## src/spn32_pkg.sv

```systemverilog
package spn32_pkg;

  localparam int unsigned MAX_ROUNDS = 16;
  localparam int unsigned RND_W = $clog2(MAX_ROUNDS + 1);
  localparam logic [31:0] KEY_STEP = 32'h9E37_79B9;

  localparam int unsigned QDEPTH = 2;
  localparam int unsigned QPTR_W = (QDEPTH > 1) ? $clog2(QDEPTH) : 1;
  localparam int unsigned QCNT_W = $clog2(QDEPTH + 1);

  localparam int unsigned CFG_IDX_W = 3;
  localparam logic [CFG_IDX_W-1:0] REG_MASTER_KEY  = 3'd0;
  localparam logic [CFG_IDX_W-1:0] REG_ROUND_COUNT = 3'd1;
  localparam logic [CFG_IDX_W-1:0] REG_INIT_VECTOR = 3'd2;
  localparam logic [CFG_IDX_W-1:0] REG_CHAIN_MODE  = 3'd3;
  localparam logic [CFG_IDX_W-1:0] REG_DIRECTION   = 3'd4;

  localparam logic [4:0] ROUND_COUNT_RESET = 5'd5;

  localparam logic [3:0] SUB_FWD [16] = '{
    4'd4, 4'd2, 4'd12, 4'd6, 4'd15, 4'd9, 4'd5, 4'd1,
    4'd7, 4'd0, 4'd8, 4'd3, 4'd11, 4'd13, 4'd14, 4'd10
  };
  localparam logic [3:0] SUB_INV [16] = '{
    4'd9, 4'd7, 4'd1, 4'd11, 4'd0, 4'd6, 4'd3, 4'd8,
    4'd10, 4'd5, 4'd15, 4'd12, 4'd2, 4'd13, 4'd14, 4'd4
  };
  localparam logic [4:0] PERM_FWD [32] = '{
    5'd16, 5'd7, 5'd20, 5'd21, 5'd29, 5'd12, 5'd28, 5'd17,
    5'd1, 5'd15, 5'd23, 5'd26, 5'd5, 5'd18, 5'd31, 5'd10,
    5'd2, 5'd8, 5'd24, 5'd14, 5'd0, 5'd27, 5'd3, 5'd9,
    5'd19, 5'd13, 5'd30, 5'd6, 5'd22, 5'd11, 5'd4, 5'd25
  };
  localparam logic [4:0] PERM_INV [32] = '{
    5'd20, 5'd8, 5'd16, 5'd22, 5'd30, 5'd12, 5'd27, 5'd1,
    5'd17, 5'd23, 5'd15, 5'd29, 5'd5, 5'd25, 5'd19, 5'd9,
    5'd0, 5'd7, 5'd13, 5'd24, 5'd2, 5'd3, 5'd28, 5'd10,
    5'd18, 5'd31, 5'd11, 5'd21, 5'd6, 5'd4, 5'd26, 5'd14
  };

  typedef enum logic [1:0] {
    CHAIN_NONE,
    CHAIN_IV,
    CHAIN_REG
  } chain_sel_e;

  typedef struct packed {
    logic [31:0] master_key;
    logic [4:0]  round_count;
    logic [31:0] init_vector;
    logic        chain_mode;
    logic        direction;
  } cfg_t;

  typedef struct packed {
    logic [31:0] data;
    chain_sel_e  sel;
  } q_entry_t;

  function automatic logic [RND_W-1:0] rounds_used(logic [4:0] rc);
    if (32'(rc) > MAX_ROUNDS) begin
      return RND_W'(MAX_ROUNDS);
    end
    return RND_W'(rc);
  endfunction

  function automatic logic [31:0] round_key(logic [31:0] mk, logic [RND_W-1:0] i);
    logic [4:0]  rot;
    logic [63:0] both;
    logic [31:0] mul;
    rot  = 5'(32'(i));
    both = {mk, mk} >> rot;
    mul  = KEY_STEP * 32'(i);
    return both[31:0] ^ mul;
  endfunction

  function automatic logic [31:0] sub_fwd(logic [31:0] x);
    logic [31:0] r;
    for (int k = 0; k < 8; k++) begin
      r[4*k +: 4] = SUB_FWD[x[4*k +: 4]];
    end
    return r;
  endfunction

  function automatic logic [31:0] sub_inv(logic [31:0] x);
    logic [31:0] r;
    for (int k = 0; k < 8; k++) begin
      r[4*k +: 4] = SUB_INV[x[4*k +: 4]];
    end
    return r;
  endfunction

  function automatic logic [31:0] perm_fwd(logic [31:0] x);
    logic [31:0] r;
    for (int k = 0; k < 32; k++) begin
      r[PERM_FWD[k]] = x[k];
    end
    return r;
  endfunction

  function automatic logic [31:0] perm_inv(logic [31:0] x);
    logic [31:0] r;
    for (int k = 0; k < 32; k++) begin
      r[PERM_INV[k]] = x[k];
    end
    return r;
  endfunction

endpackage

```

## src/spn32_front.sv

```systemverilog
module spn32_front (
  input  logic                  clk_i,
  input  logic                  rst_ni,
  input  spn32_pkg::cfg_t       cfg_i,
  input  logic [31:0]           data_in_i,
  input  logic                  first_block_i,
  input  logic                  in_valid_i,
  output logic                  in_ready_o,
  output spn32_pkg::q_entry_t   entry_o,
  output logic                  entry_valid_o,
  input  logic                  entry_pop_i
);

  spn32_pkg::q_entry_t mem_q [spn32_pkg::QDEPTH];
  logic [spn32_pkg::QPTR_W-1:0] wr_ptr_q, wr_ptr_d, rd_ptr_q, rd_ptr_d;
  logic [spn32_pkg::QCNT_W-1:0] cnt_q, cnt_d;
  spn32_pkg::q_entry_t          new_entry;
  logic                         push, pop;

  // classify: which chain value the back end must use
  always_comb begin
    new_entry.data = data_in_i;
    if (!cfg_i.chain_mode) begin
      new_entry.sel = spn32_pkg::CHAIN_NONE;
    end else if (first_block_i) begin
      new_entry.sel = spn32_pkg::CHAIN_IV;
    end else begin
      new_entry.sel = spn32_pkg::CHAIN_REG;
    end
  end

  assign in_ready_o    = (cnt_q != spn32_pkg::QCNT_W'(spn32_pkg::QDEPTH));
  assign entry_valid_o = (cnt_q != '0);
  assign entry_o       = mem_q[rd_ptr_q];
  assign push          = in_valid_i && in_ready_o;
  assign pop           = entry_pop_i && entry_valid_o;

  always_comb begin
    wr_ptr_d = wr_ptr_q;
    rd_ptr_d = rd_ptr_q;
    cnt_d    = cnt_q;
    if (push) begin
      wr_ptr_d = (wr_ptr_q == spn32_pkg::QPTR_W'(spn32_pkg::QDEPTH - 1)) ? '0
                                                                          : wr_ptr_q + 1'b1;
    end
    if (pop) begin
      rd_ptr_d = (rd_ptr_q == spn32_pkg::QPTR_W'(spn32_pkg::QDEPTH - 1)) ? '0
                                                                          : rd_ptr_q + 1'b1;
    end
    if (push && !pop) begin
      cnt_d = cnt_q + 1'b1;
    end else if (pop && !push) begin
      cnt_d = cnt_q - 1'b1;
    end
  end

  always_ff @(posedge clk_i or negedge rst_ni) begin
    if (!rst_ni) begin
      wr_ptr_q <= '0;
      rd_ptr_q <= '0;
      cnt_q    <= '0;
    end else begin
      wr_ptr_q <= wr_ptr_d;
      rd_ptr_q <= rd_ptr_d;
      cnt_q    <= cnt_d;
    end
  end

  always_ff @(posedge clk_i) begin
    if (push) begin
      mem_q[wr_ptr_q] <= new_entry;
    end
  end

endmodule

```

## src/spn32_back.sv

```systemverilog
module spn32_back (
  input  logic                  clk_i,
  input  logic                  rst_ni,
  input  spn32_pkg::cfg_t       cfg_i,
  input  spn32_pkg::q_entry_t   entry_i,
  input  logic                  entry_valid_i,
  output logic                  entry_pop_o,
  output logic [31:0]           data_out_o,
  output logic                  out_valid_o,
  input  logic                  out_ready_i
);

  localparam logic ST_IDLE = 1'b0;
  localparam logic ST_RUN  = 1'b1;

  logic                        state_q, state_d;
  logic [31:0]                 x_q, x_d;
  logic [31:0]                 data_q, data_d;
  logic [31:0]                 chain_use_q, chain_use_d;
  logic [31:0]                 chain_q, chain_d;
  spn32_pkg::chain_sel_e       sel_q, sel_d;
  logic [spn32_pkg::RND_W-1:0] rnd_q, rnd_d, left_q, left_d, n_rounds;
  logic [31:0]                 out_q, out_d;
  logic                        out_valid_q, out_valid_d;
  logic [31:0]                 chain_in, rkey, result;
  logic                        finish;

  assign n_rounds = spn32_pkg::rounds_used(cfg_i.round_count);
  assign rkey     = spn32_pkg::round_key(cfg_i.master_key, rnd_q);
  assign result   = cfg_i.direction ? (x_q ^ chain_use_q) : x_q;
  assign finish   = (state_q == ST_RUN) && (left_q == '0) && (!out_valid_q || out_ready_i);
  assign entry_pop_o = (state_q == ST_IDLE) && entry_valid_i;

  always_comb begin
    unique case (entry_i.sel)
      spn32_pkg::CHAIN_IV:  chain_in = cfg_i.init_vector;
      spn32_pkg::CHAIN_REG: chain_in = chain_q;
      default:              chain_in = '0;
    endcase
  end

  always_comb begin
    state_d     = state_q;
    x_d         = x_q;
    data_d      = data_q;
    chain_use_d = chain_use_q;
    chain_d     = chain_q;
    sel_d       = sel_q;
    rnd_d       = rnd_q;
    left_d      = left_q;
    out_d       = out_q;
    out_valid_d = out_valid_q && !out_ready_i;
    unique case (state_q)
      ST_IDLE: begin
        if (entry_valid_i) begin
          data_d      = entry_i.data;
          sel_d       = entry_i.sel;
          chain_use_d = chain_in;
          x_d         = cfg_i.direction ? entry_i.data : (entry_i.data ^ chain_in);
          left_d      = n_rounds;
          rnd_d       = cfg_i.direction ? (n_rounds - 1'b1) : '0;
          state_d     = ST_RUN;
        end
      end
      ST_RUN: begin
        if (left_q != '0) begin
          if (cfg_i.direction) begin
            x_d   = spn32_pkg::sub_inv(spn32_pkg::perm_inv(x_q)) ^ rkey;
            rnd_d = rnd_q - 1'b1;
          end else begin
            x_d   = spn32_pkg::perm_fwd(spn32_pkg::sub_fwd(x_q ^ rkey));
            rnd_d = rnd_q + 1'b1;
          end
          left_d = left_q - 1'b1;
        end else if (finish) begin
          out_d       = result;
          out_valid_d = 1'b1;
          if (sel_q != spn32_pkg::CHAIN_NONE) begin
            chain_d = cfg_i.direction ? data_q : result;
          end
          state_d = ST_IDLE;
        end
      end
      default: state_d = ST_IDLE;
    endcase
  end

  always_ff @(posedge clk_i or negedge rst_ni) begin
    if (!rst_ni) begin
      state_q     <= ST_IDLE;
      out_valid_q <= 1'b0;
      chain_q     <= '0;
    end else begin
      state_q     <= state_d;
      out_valid_q <= out_valid_d;
      chain_q     <= chain_d;
    end
  end

  always_ff @(posedge clk_i) begin
    x_q         <= x_d;
    data_q      <= data_d;
    chain_use_q <= chain_use_d;
    sel_q       <= sel_d;
    rnd_q       <= rnd_d;
    left_q      <= left_d;
    out_q       <= out_d;
  end

  assign data_out_o  = out_q;
  assign out_valid_o = out_valid_q;

  a_pop_only_idle: assert property (@(posedge clk_i) disable iff (!rst_ni)
    entry_pop_o |=> state_q == ST_RUN)
    else $error("pop did not start a run");

  a_left_bounded: assert property (@(posedge clk_i) disable iff (!rst_ni)
    state_q == ST_RUN |-> 32'(left_q) <= spn32_pkg::MAX_ROUNDS)
    else $error("round counter out of range");

  a_ecb_chain_kept: assert property (@(posedge clk_i) disable iff (!rst_ni)
    (finish && sel_q == spn32_pkg::CHAIN_NONE) |=> $stable(chain_q))
    else $error("chain changed in ECB");

  a_finish_sets_valid: assert property (@(posedge clk_i) disable iff (!rst_ni)
    finish |=> out_valid_q && state_q == ST_IDLE)
    else $error("finished item not presented");

endmodule

```

## src/spn32_block_cipher_ecb_cbc_core.sv

```systemverilog
// Channel   Signals                              Direction
// input     data_in_i, first_block_i             in_valid_i / in_ready_o
// output    data_out_o                           out_valid_o / out_ready_i
// config    cfg_we_i, cfg_index_i, cfg_data_i    write only, no wait
//
// An item passes through the round engine in order, n = min(round_count, 16):
// a load step, n rounds through the shared round unit, then a finish step.
// A two-entry queue takes items while the engine runs; a full output register
// holds the engine in its finish step until the result is taken.
// Reset clears configuration to its defaults, the chain register and the queue.
module spn32_block_cipher_ecb_cbc_core (
  input  logic                               clk_i,
  input  logic                               rst_ni,
  input  logic                               cfg_we_i,
  input  logic [spn32_pkg::CFG_IDX_W-1:0]    cfg_index_i,
  input  logic [31:0]                        cfg_data_i,
  input  logic [31:0]                        data_in_i,
  input  logic                               first_block_i,
  input  logic                               in_valid_i,
  output logic                               in_ready_o,
  output logic [31:0]                        data_out_o,
  output logic                               out_valid_o,
  input  logic                               out_ready_i
);

  spn32_pkg::cfg_t     cfg_q, cfg_d;
  spn32_pkg::q_entry_t entry;
  logic                entry_valid, entry_pop;

  always_comb begin
    cfg_d = cfg_q;
    if (cfg_we_i) begin
      unique case (cfg_index_i)
        spn32_pkg::REG_MASTER_KEY:  cfg_d.master_key  = cfg_data_i;
        spn32_pkg::REG_ROUND_COUNT: cfg_d.round_count = cfg_data_i[4:0];
        spn32_pkg::REG_INIT_VECTOR: cfg_d.init_vector = cfg_data_i;
        spn32_pkg::REG_CHAIN_MODE:  cfg_d.chain_mode  = cfg_data_i[0];
        spn32_pkg::REG_DIRECTION:   cfg_d.direction   = cfg_data_i[0];
        default: ;
      endcase
    end
  end

  always_ff @(posedge clk_i or negedge rst_ni) begin
    if (!rst_ni) begin
      cfg_q.master_key  <= '0;
      cfg_q.round_count <= spn32_pkg::ROUND_COUNT_RESET;
      cfg_q.init_vector <= '0;
      cfg_q.chain_mode  <= 1'b0;
      cfg_q.direction   <= 1'b0;
    end else begin
      cfg_q <= cfg_d;
    end
  end

  spn32_front u_front (
    .clk_i         (clk_i),
    .rst_ni        (rst_ni),
    .cfg_i         (cfg_q),
    .data_in_i     (data_in_i),
    .first_block_i (first_block_i),
    .in_valid_i    (in_valid_i),
    .in_ready_o    (in_ready_o),
    .entry_o       (entry),
    .entry_valid_o (entry_valid),
    .entry_pop_i   (entry_pop)
  );

  spn32_back u_back (
    .clk_i         (clk_i),
    .rst_ni        (rst_ni),
    .cfg_i         (cfg_q),
    .entry_i       (entry),
    .entry_valid_i (entry_valid),
    .entry_pop_o   (entry_pop),
    .data_out_o    (data_out_o),
    .out_valid_o   (out_valid_o),
    .out_ready_i   (out_ready_i)
  );

endmodule
```

## config.mk

```make
export PLATFORM = sky130hd
export DESIGN_NAME = spn32_block_cipher_ecb_cbc_core
export DESIGN_NICKNAME = d
export VERILOG_FILES = /design/src/spn32_pkg.sv /design/src/spn32_front.sv /design/src/spn32_back.sv /design/src/spn32_block_cipher_ecb_cbc_core.sv
export SDC_FILE = /design/constraint.sdc
export NUM_CORES = 1
export LEC_CHECK = 0
export BUFFER_PORTS_ARGS = -buffer_cell sky130_fd_sc_hd__buf_2
export CORE_ASPECT_RATIO = 0.75
export CORE_MARGIN = 2
export CORE_UTILIZATION = 50
export CTS_CLUSTER_DIAMETER = 150
export DETAILED_ROUTE_END_ITERATION = 6
export PLACE_DENSITY = 0.67
export SLEW_MARGIN = 10
export SYNTH_ARGS = -nofsm -noshare
export SYNTH_HDL_FRONTEND = slang
export SYNTH_SLANG_ARGS = --single-unit
```

## constraint.sdc

```tcl
create_clock -name clk_i -period 6.91 [get_ports clk_i]
set_clock_uncertainty 0.05 [all_clocks]
set_input_delay 0.691 -clock clk_i [delete_from_list [all_inputs] [get_ports clk_i]]
set_output_delay 0.691 -clock clk_i [all_outputs]
set_load 0.02 [all_outputs]
```

==> impl_metrics.ini, run 1 <==
[outcome]
status = finished, final reports clean

[logic_synthesis]
synth_area_mm2 = 0.0219
yosysWarningCount = 0
async_flop_share = 0.344
synth.distinct_cells = 84
ys.flop_type = edfxtp_1
syn_nets = 2111
seq_area_frac_synth = 0.409
avgSynthCellArea_um2 = 11.5
ys_ff_latch = 317
synthCells = 1901
synth_edf_count = 208

[floorplanning]
top_level_ports = 107
core_mm2 = 0.0434
die_w_um = 246
rows = 66
dieArea_mm2 = 0.0456
start_util = 0.506
chipHeight_um = 185

[critical_path]
required_ns = 7.20
endpoint_kind = flop
crit_type = flop to flop
start_kind = flop
arrival_ns = 6.33
ff2ff_path_depth = 17
worst-r2r-setup-slack_ns = 0.87
r2r-end = u_back.x_q[27]
crit_fanout = 11
startpoint = u_back.rnd_q[3]
r2r-start = u_back.rnd_q[3]

[run]
maxCapViolCount = 0

[clocking]
cts_root_buf = clkbuf_16
cts_buffers = 31
postCtsSetupBuffers = 0
cts_tree = done
cts_hold_buf = 0
h-tree-depth = 1
ctsResizeCount = 0
clock_latency_ns = 0.60
path_clk_slew_ns = 0.07
clock_sinks = 317
cts_buffer_depth = 3

[timing]
whs_ns = 0.0964
max_slew_margin = 0.305
setup_viol_count_final = 0
post-route-period-util = 0.875
fin_crit_ns = 6.04
fmax_mhz = 165
worstMarginPinSlew_ns = 1.04
final_max_slew_viol_count = 0
setup_tns_ns = 0
finalHoldViolations = 0
rsz0062_at_grt = false

[final_layout]
multi_input_area_mm2 = 0.0120
fillers = 3703
layout.nets = 2161
area_growth_pct = 8.67
drive_gt1_frac = 0.188
num_antenna_cells = 0
stdcell_area_mm2 = 0.0238
regArea_mm2 = 0.00898

[worst_hold_path]
holdCritPathClass = primary input to async pin

[detailed_routing]
wire_per_inst_um = 25.8
ant_nets = 0
drc = 0
via_per_inst = 6.21
dr.pass1.iters = 6
drt-initial-drc-count = 1669
dr_total_vias = 15900
wirelength_mm = 65.9

[global_route]
grt_max_degree = 80
grt_pass1_vias = 15000
antenna_found_initial = 2
grt_usage = 0.288
grt_pass1_wl_mm = 97.4
grt_overflow_total = 0

[place]
dp_hpwl_mm = 49.3
place.gp.congestion = 0.940
post_dp_cell_area_mm2 = 0.0228
io_buffers = 106
[synth_stat cells, drive strengths merged (65+ instances only)]
| master | number | area share |
|---|---|---|
| nor2 | 162 | 0.028 |
| nand2 | 110 | 0.019 |
| clkbuf | 80 | 0.018 |
| a21oi | 128 | 0.029 |
| mux4 | 72 | 0.079 |
| inv | 106 | 0.018 |
| ha | 117 | 0.067 |
| o21ai | 65 | 0.015 |
| edfxtp | 208 | 0.28 |
| dfrtp | 107 | 0.12 |
| xnor2 | 118 | 0.050 |
| mux2 | 116 | 0.060 |
| mux2i | 127 | 0.058 |
[cell families (layout without fill, tap and decap cells)]
| logic type | count (synthesis) | after routing | synth area share |
|---|---|---|---|
| adders and majority gates | 137 | 137 | 0.0850 |
| and+or+nand+nor | 384 | 384 | 0.0777 |
| DFF | 317 | 317 | 0.409 |
| AOI/OAI and AO/OA | 365 | 365 | 0.105 |
| muxes | 315 | 315 | 0.196 |
| buffers and inverters | 216 | 291 | 0.0458 |
| xor gates and xnor gates | 167 | 167 | 0.0813 |
[routing by layer]
metal | routed length (um) | global-route usage | vias to the layer above
met5 | 28 | 0 | -
met4 | 1490 | 0.0592 | 4
met3 | 6690 | 0.0759 | 87
met2 | 28100 | 0.424 | 753
met1 | 29500 | 0.428 | 7929
li1 | - | - | 7099
[critical path: stages (launching register included)]
cell and delay [ns]:
edfxtp_1 0.52, inv_2 0.28, ha_1 0.30, inv_1 0.10, fa_1 0.46, fa_1 0.40, ha_1 0.59, nand2_1 0.25
a211oi_1 0.41, o211ai_1 0.19, a32oi_1 0.54, xnor3_1 0.48, xor2_1 0.45, ha_1 0.36, o21ai_0 0.18, a21oi_1 0.06
o21ai_0 0.08, nand3_1 0.09
[sequential cells by signal (all words and copies together), names as in the netlist]
| register | cells |
|---|---|
| cfg_q | 71 |
| u_front.mem_q | 68 |
| u_back.chain_q | 32 |
| u_back.chain_use_q | 32 |
| u_back.data_out_o | 32 |
| u_back.data_q | 32 |
| u_back.x_q | 32 |
| u_back.left_q | 5 |
| u_back.rnd_q | 5 |
| u_back.sel_q | 2 |
| u_front.cnt_q | 2 |
| u_back.out_valid_o | 1 |
| u_back.state_q | 1 |
| u_front.rd_ptr_q | 1 |
| u_front.wr_ptr_q | 1 |
[cell type report]
| class | count | share of cell area |
|---|---|---|
| multi-input cells | 1368 | 0.503 |
| flip-flops and latches | 317 | 0.377 |
| clock buffers | 40 | 0.0344 |
| well taps | 578 | 0.0303 |
| repair buffers | 126 | 0.0287 |
| inverters | 107 | 0.0169 |
| clock inverters | 18 | 0.00971 |
[metrics by stage]
step	cells	worst slack, ns	util
2_1_floorplan	1901	1.48	-
3_3_place_gp	2496	1.25	0.525
3_5_place_dp	2496	1.03	0.525
4_1_cts	2554	1.00	0.550
5_1_grt	2554	0.545	0.550
6_report	2554	0.865	0.550
[placed cells by master (no fill, tap or decap), drive strengths merged, types with 9 or more instances in the layout]
cell type  netlist  final
clkbuf          80     40
o21ai           65     65
and3            12     12
nor2b           13     13
ha             117    117
mux2           116    116
fa              20     20
a22oi           32     32
edfxtp         208    208
a211oi          28     28
nor2           162    162
nor3            18     18
inv            106    111
o22ai            9      9
xor2            32     32
xnor3           15     15
xnor2          118    118
nand2          110    110
o211ai          19     19
a21oi          128    128
nand3           22     22
a21o            11     11
buf             29    126
a31oi           16     16
mux4            72     72
mux2i          127    127
dfrtp          107    107
[worst max-delay path by stage]
stage                           endpoint  slack (ns)  cells after the start
after detailed placement  u_back.x_q[27]        1.03                     17
after global routing      u_back.x_q[27]        0.55                     16
after CTS                 u_back.x_q[27]        1.00                     17
after global placement    u_back.x_q[27]        1.25                     16
after floorplan           u_back.x_q[27]        1.48                     21
final                     u_back.x_q[27]        0.87                     17
Power of run 1 is left out: the tool's default activity adds up to more than one toggle a clock period on the data nets, which glitch-free logic cannot reach.
==> inputs of run 2 (changes only) <==
- SYNTH_HIERARCHICAL: not set -> 1
==> run 2 against run 1 <==
  * Non-clock buffer count up 6
  * First-iteration DRC count up 30%
  * Maximum frequency about the same
  * Utilization down 0.066 points
  * Setup slack worse by 0.0010 ns
  * Critical path type unchanged
  * Area after synthesis up 2.3%
  * Die area up 2.3%
  * Synthesized cell count up 2.9%
  * Hold slack better by 0.075 ns
  * Sequential share of layout area down 0.93 points
==> impl_metrics.ini, run 2 <==
[outcome]
status = finished, final reports clean

[timing]
final_max_slew_viol_count = 0
post-route-period-util = 0.875
rsz0062_at_grt = false
fmax_mhz = 165
setup_tns_ns = 0
worstMarginPinSlew_ns = 1.13
setup_viol_count_final = 0
fin_crit_ns = 6.05
finalHoldViolations = 0
max_slew_margin = 0.235

[clocking]
cts_hold_buf = 0
path_clk_slew_ns = 0.07
clock_latency_ns = 0.54
cts_buffer_depth = 3
postCtsSetupBuffers = 0
h-tree-depth = 2
cts_root_buf = clkbuf_16
clock_sinks = 317
cts_buffers = 34
cts_tree = done
ctsResizeCount = 0

[critical_path]
path_cells = fa_1, fa_1, fa_1, ha_1, o21a_1, o211ai_1, a21bo_2, o21ai_0, a21oi_1, xor3_1, inv_1, ha_1, nor2_1, a221oi_1, o21ai_0, and3_1
crit_type = flop to flop
endpoint_kind = flop
ff2ff_path_depth = 16
cpPeakStageDelay_ns = 0.87
worst-r2r-setup-slack_ns = 0.86
arrival_ns = 6.30
crit_fanout = 12
r2r-start = u_back/rnd_q[3]
slowest_stage = o21ai_0
required_ns = 7.16
r2r-end = u_back/x_q[3]
startpoint = u_back/rnd_q[3]
path_common_cell = fa_1
start_kind = flop

[global_route]
grt_pass1_wl_mm = 102
grt_pass1_vias = 15400
antenna_found_initial = 4
grt_overflow_total = 0
grt_usage = 0.290
grt_max_degree = 72

[final_layout]
fin_util = 0.549
area_growth_pct = 8.93
stdcell_area_mm2 = 0.0244
largest-register = cfg_q
reg_top3 = cfg_q (71), u_front/mem_q (68)
layout.nets = 2229
drive_gt1_frac = 0.201
largest_reg_flops = 71
final_common_cell = edfxtp_1
layout_common_cells = 208 x edfxtp_1, 153 x nor2_1, 131 x a21oi_1

[logic_synthesis]
synth_edf_count = 208
synth.distinct_cells = 84
seq_area_frac_synth = 0.400
yosysWarningCount = 6
synthCells = 1957
synth_top_cell_area_share = 0.278
synth_area_mm2 = 0.0224
ys.flop_type = edfxtp_1
synth_most_common_cell = edfxtp_1
syn_nets = 2173
ys_ff_latch = 317
yosys-top-cells-count = 208 x edfxtp_1, 154 x nor2_1, 132 x a21oi_1, 126 x xnor2_1, 123 x ha_1
avgSynthCellArea_um2 = 11.5
synthTopCellsByArea = edfxtp_1 28%, dfrtp_1 12%, ha_1 6.9%, mux4_2 5.8%, mux2i_1 5.3%
async_flop_share = 0.344
yosysTopAreaCell = edfxtp_1

[floorplanning]
core_mm2 = 0.0445
start_util = 0.504
die_w_um = 249
rows = 67
dieArea_mm2 = 0.0466
top_level_ports = 107
chipHeight_um = 187

[detailed_routing]
drc = 0
ant_nets = 0
wire_per_inst_um = 25.9
dr.pass1.iters = 7
drt-initial-drc-count = 2167
wirelength_mm = 67.9
dr_total_vias = 16500
via_per_inst = 6.28

[worst_hold_path]
holdCritPathClass = primary input to async pin

[place]
place.gp.congestion = 0.988
io_buffers = 106
dp_hpwl_mm = 50.3
post_dp_cell_area_mm2 = 0.0233

[run]
maxCapViolCount = 0
## run 2: area by class of cell
class                           count  area [um2]
Fill cell                        3782       20100
Clock inverter                     22         248
Sequential cell                   317        8980
Tap cell                          586         733
Inverter                          100         375
Clock buffer                       40         873
Multi-Input combinational cell   1428       12500
Antenna cell                        1        2.50
Timing Repair Buffer              132         728
## run 2: logic make-up (layout without fill, tap and decap cells)
family                     Yosys count  count (layout)  synth area share
DFF                                317             317             0.400
adders and majority gates          143             143            0.0864
buffers and inverters              212             294            0.0450
xor gates and xnor gates           172             172            0.0775
other                                0               1                 0
AOI/OAI and AO/OA                  386             386             0.109
and+or+nand+nor                    392             392            0.0791
muxes                              335             335             0.203
## run 2: critical path: cells and delay by family, from the launching register on
| family | cells | cell delay [ns] |
|---|---|---|
| AO/OA/AOI/OAI | 7 | 2.15 |
| buffers and inverters | 1 | 0.09 |
| flip-flops | 1 | 0.50 |
| AND/OR/NAND/NOR | 2 | 0.23 |
| XOR/XNOR | 1 | 0.42 |
| adder cells (fa/ha/maj) | 5 | 2.35 |
## run 2: per-stage QoR
stage                     cells  worst slack, ns  hold slack (ns)
after floorplan            1957             1.08            0.345
after global placement     2563             1.03            0.425
after detailed placement   2563             1.02            0.453
after CTS                  2625             1.01            0.190
after global routing       2625            0.711            0.222
final                      2626            0.864            0.172
## run 2: how the worst max path moves through the flow
stage / cells past startpoint / slack, ns / to
finish: 16 / 0.86 / u_back/x_q[3]
global route: 18 / 0.71 / u_back/x_q[3]
CTS: 16 / 1.01 / u_back/x_q[3]
detailed placement: 16 / 1.02 / u_back/x_q[3]
global placement: 16 / 1.03 / u_back/x_q[3]
floorplan: 19 / 1.08 / u_back/x_q[11]
## run 2: layer usage
layer	wire [um]	track usage
met1	30500	0.440
met2	28200	0.415
met3	7590	0.0742
met4	1610	0.0643
met5	27	0
Power of run 2 is left out for the same reason.
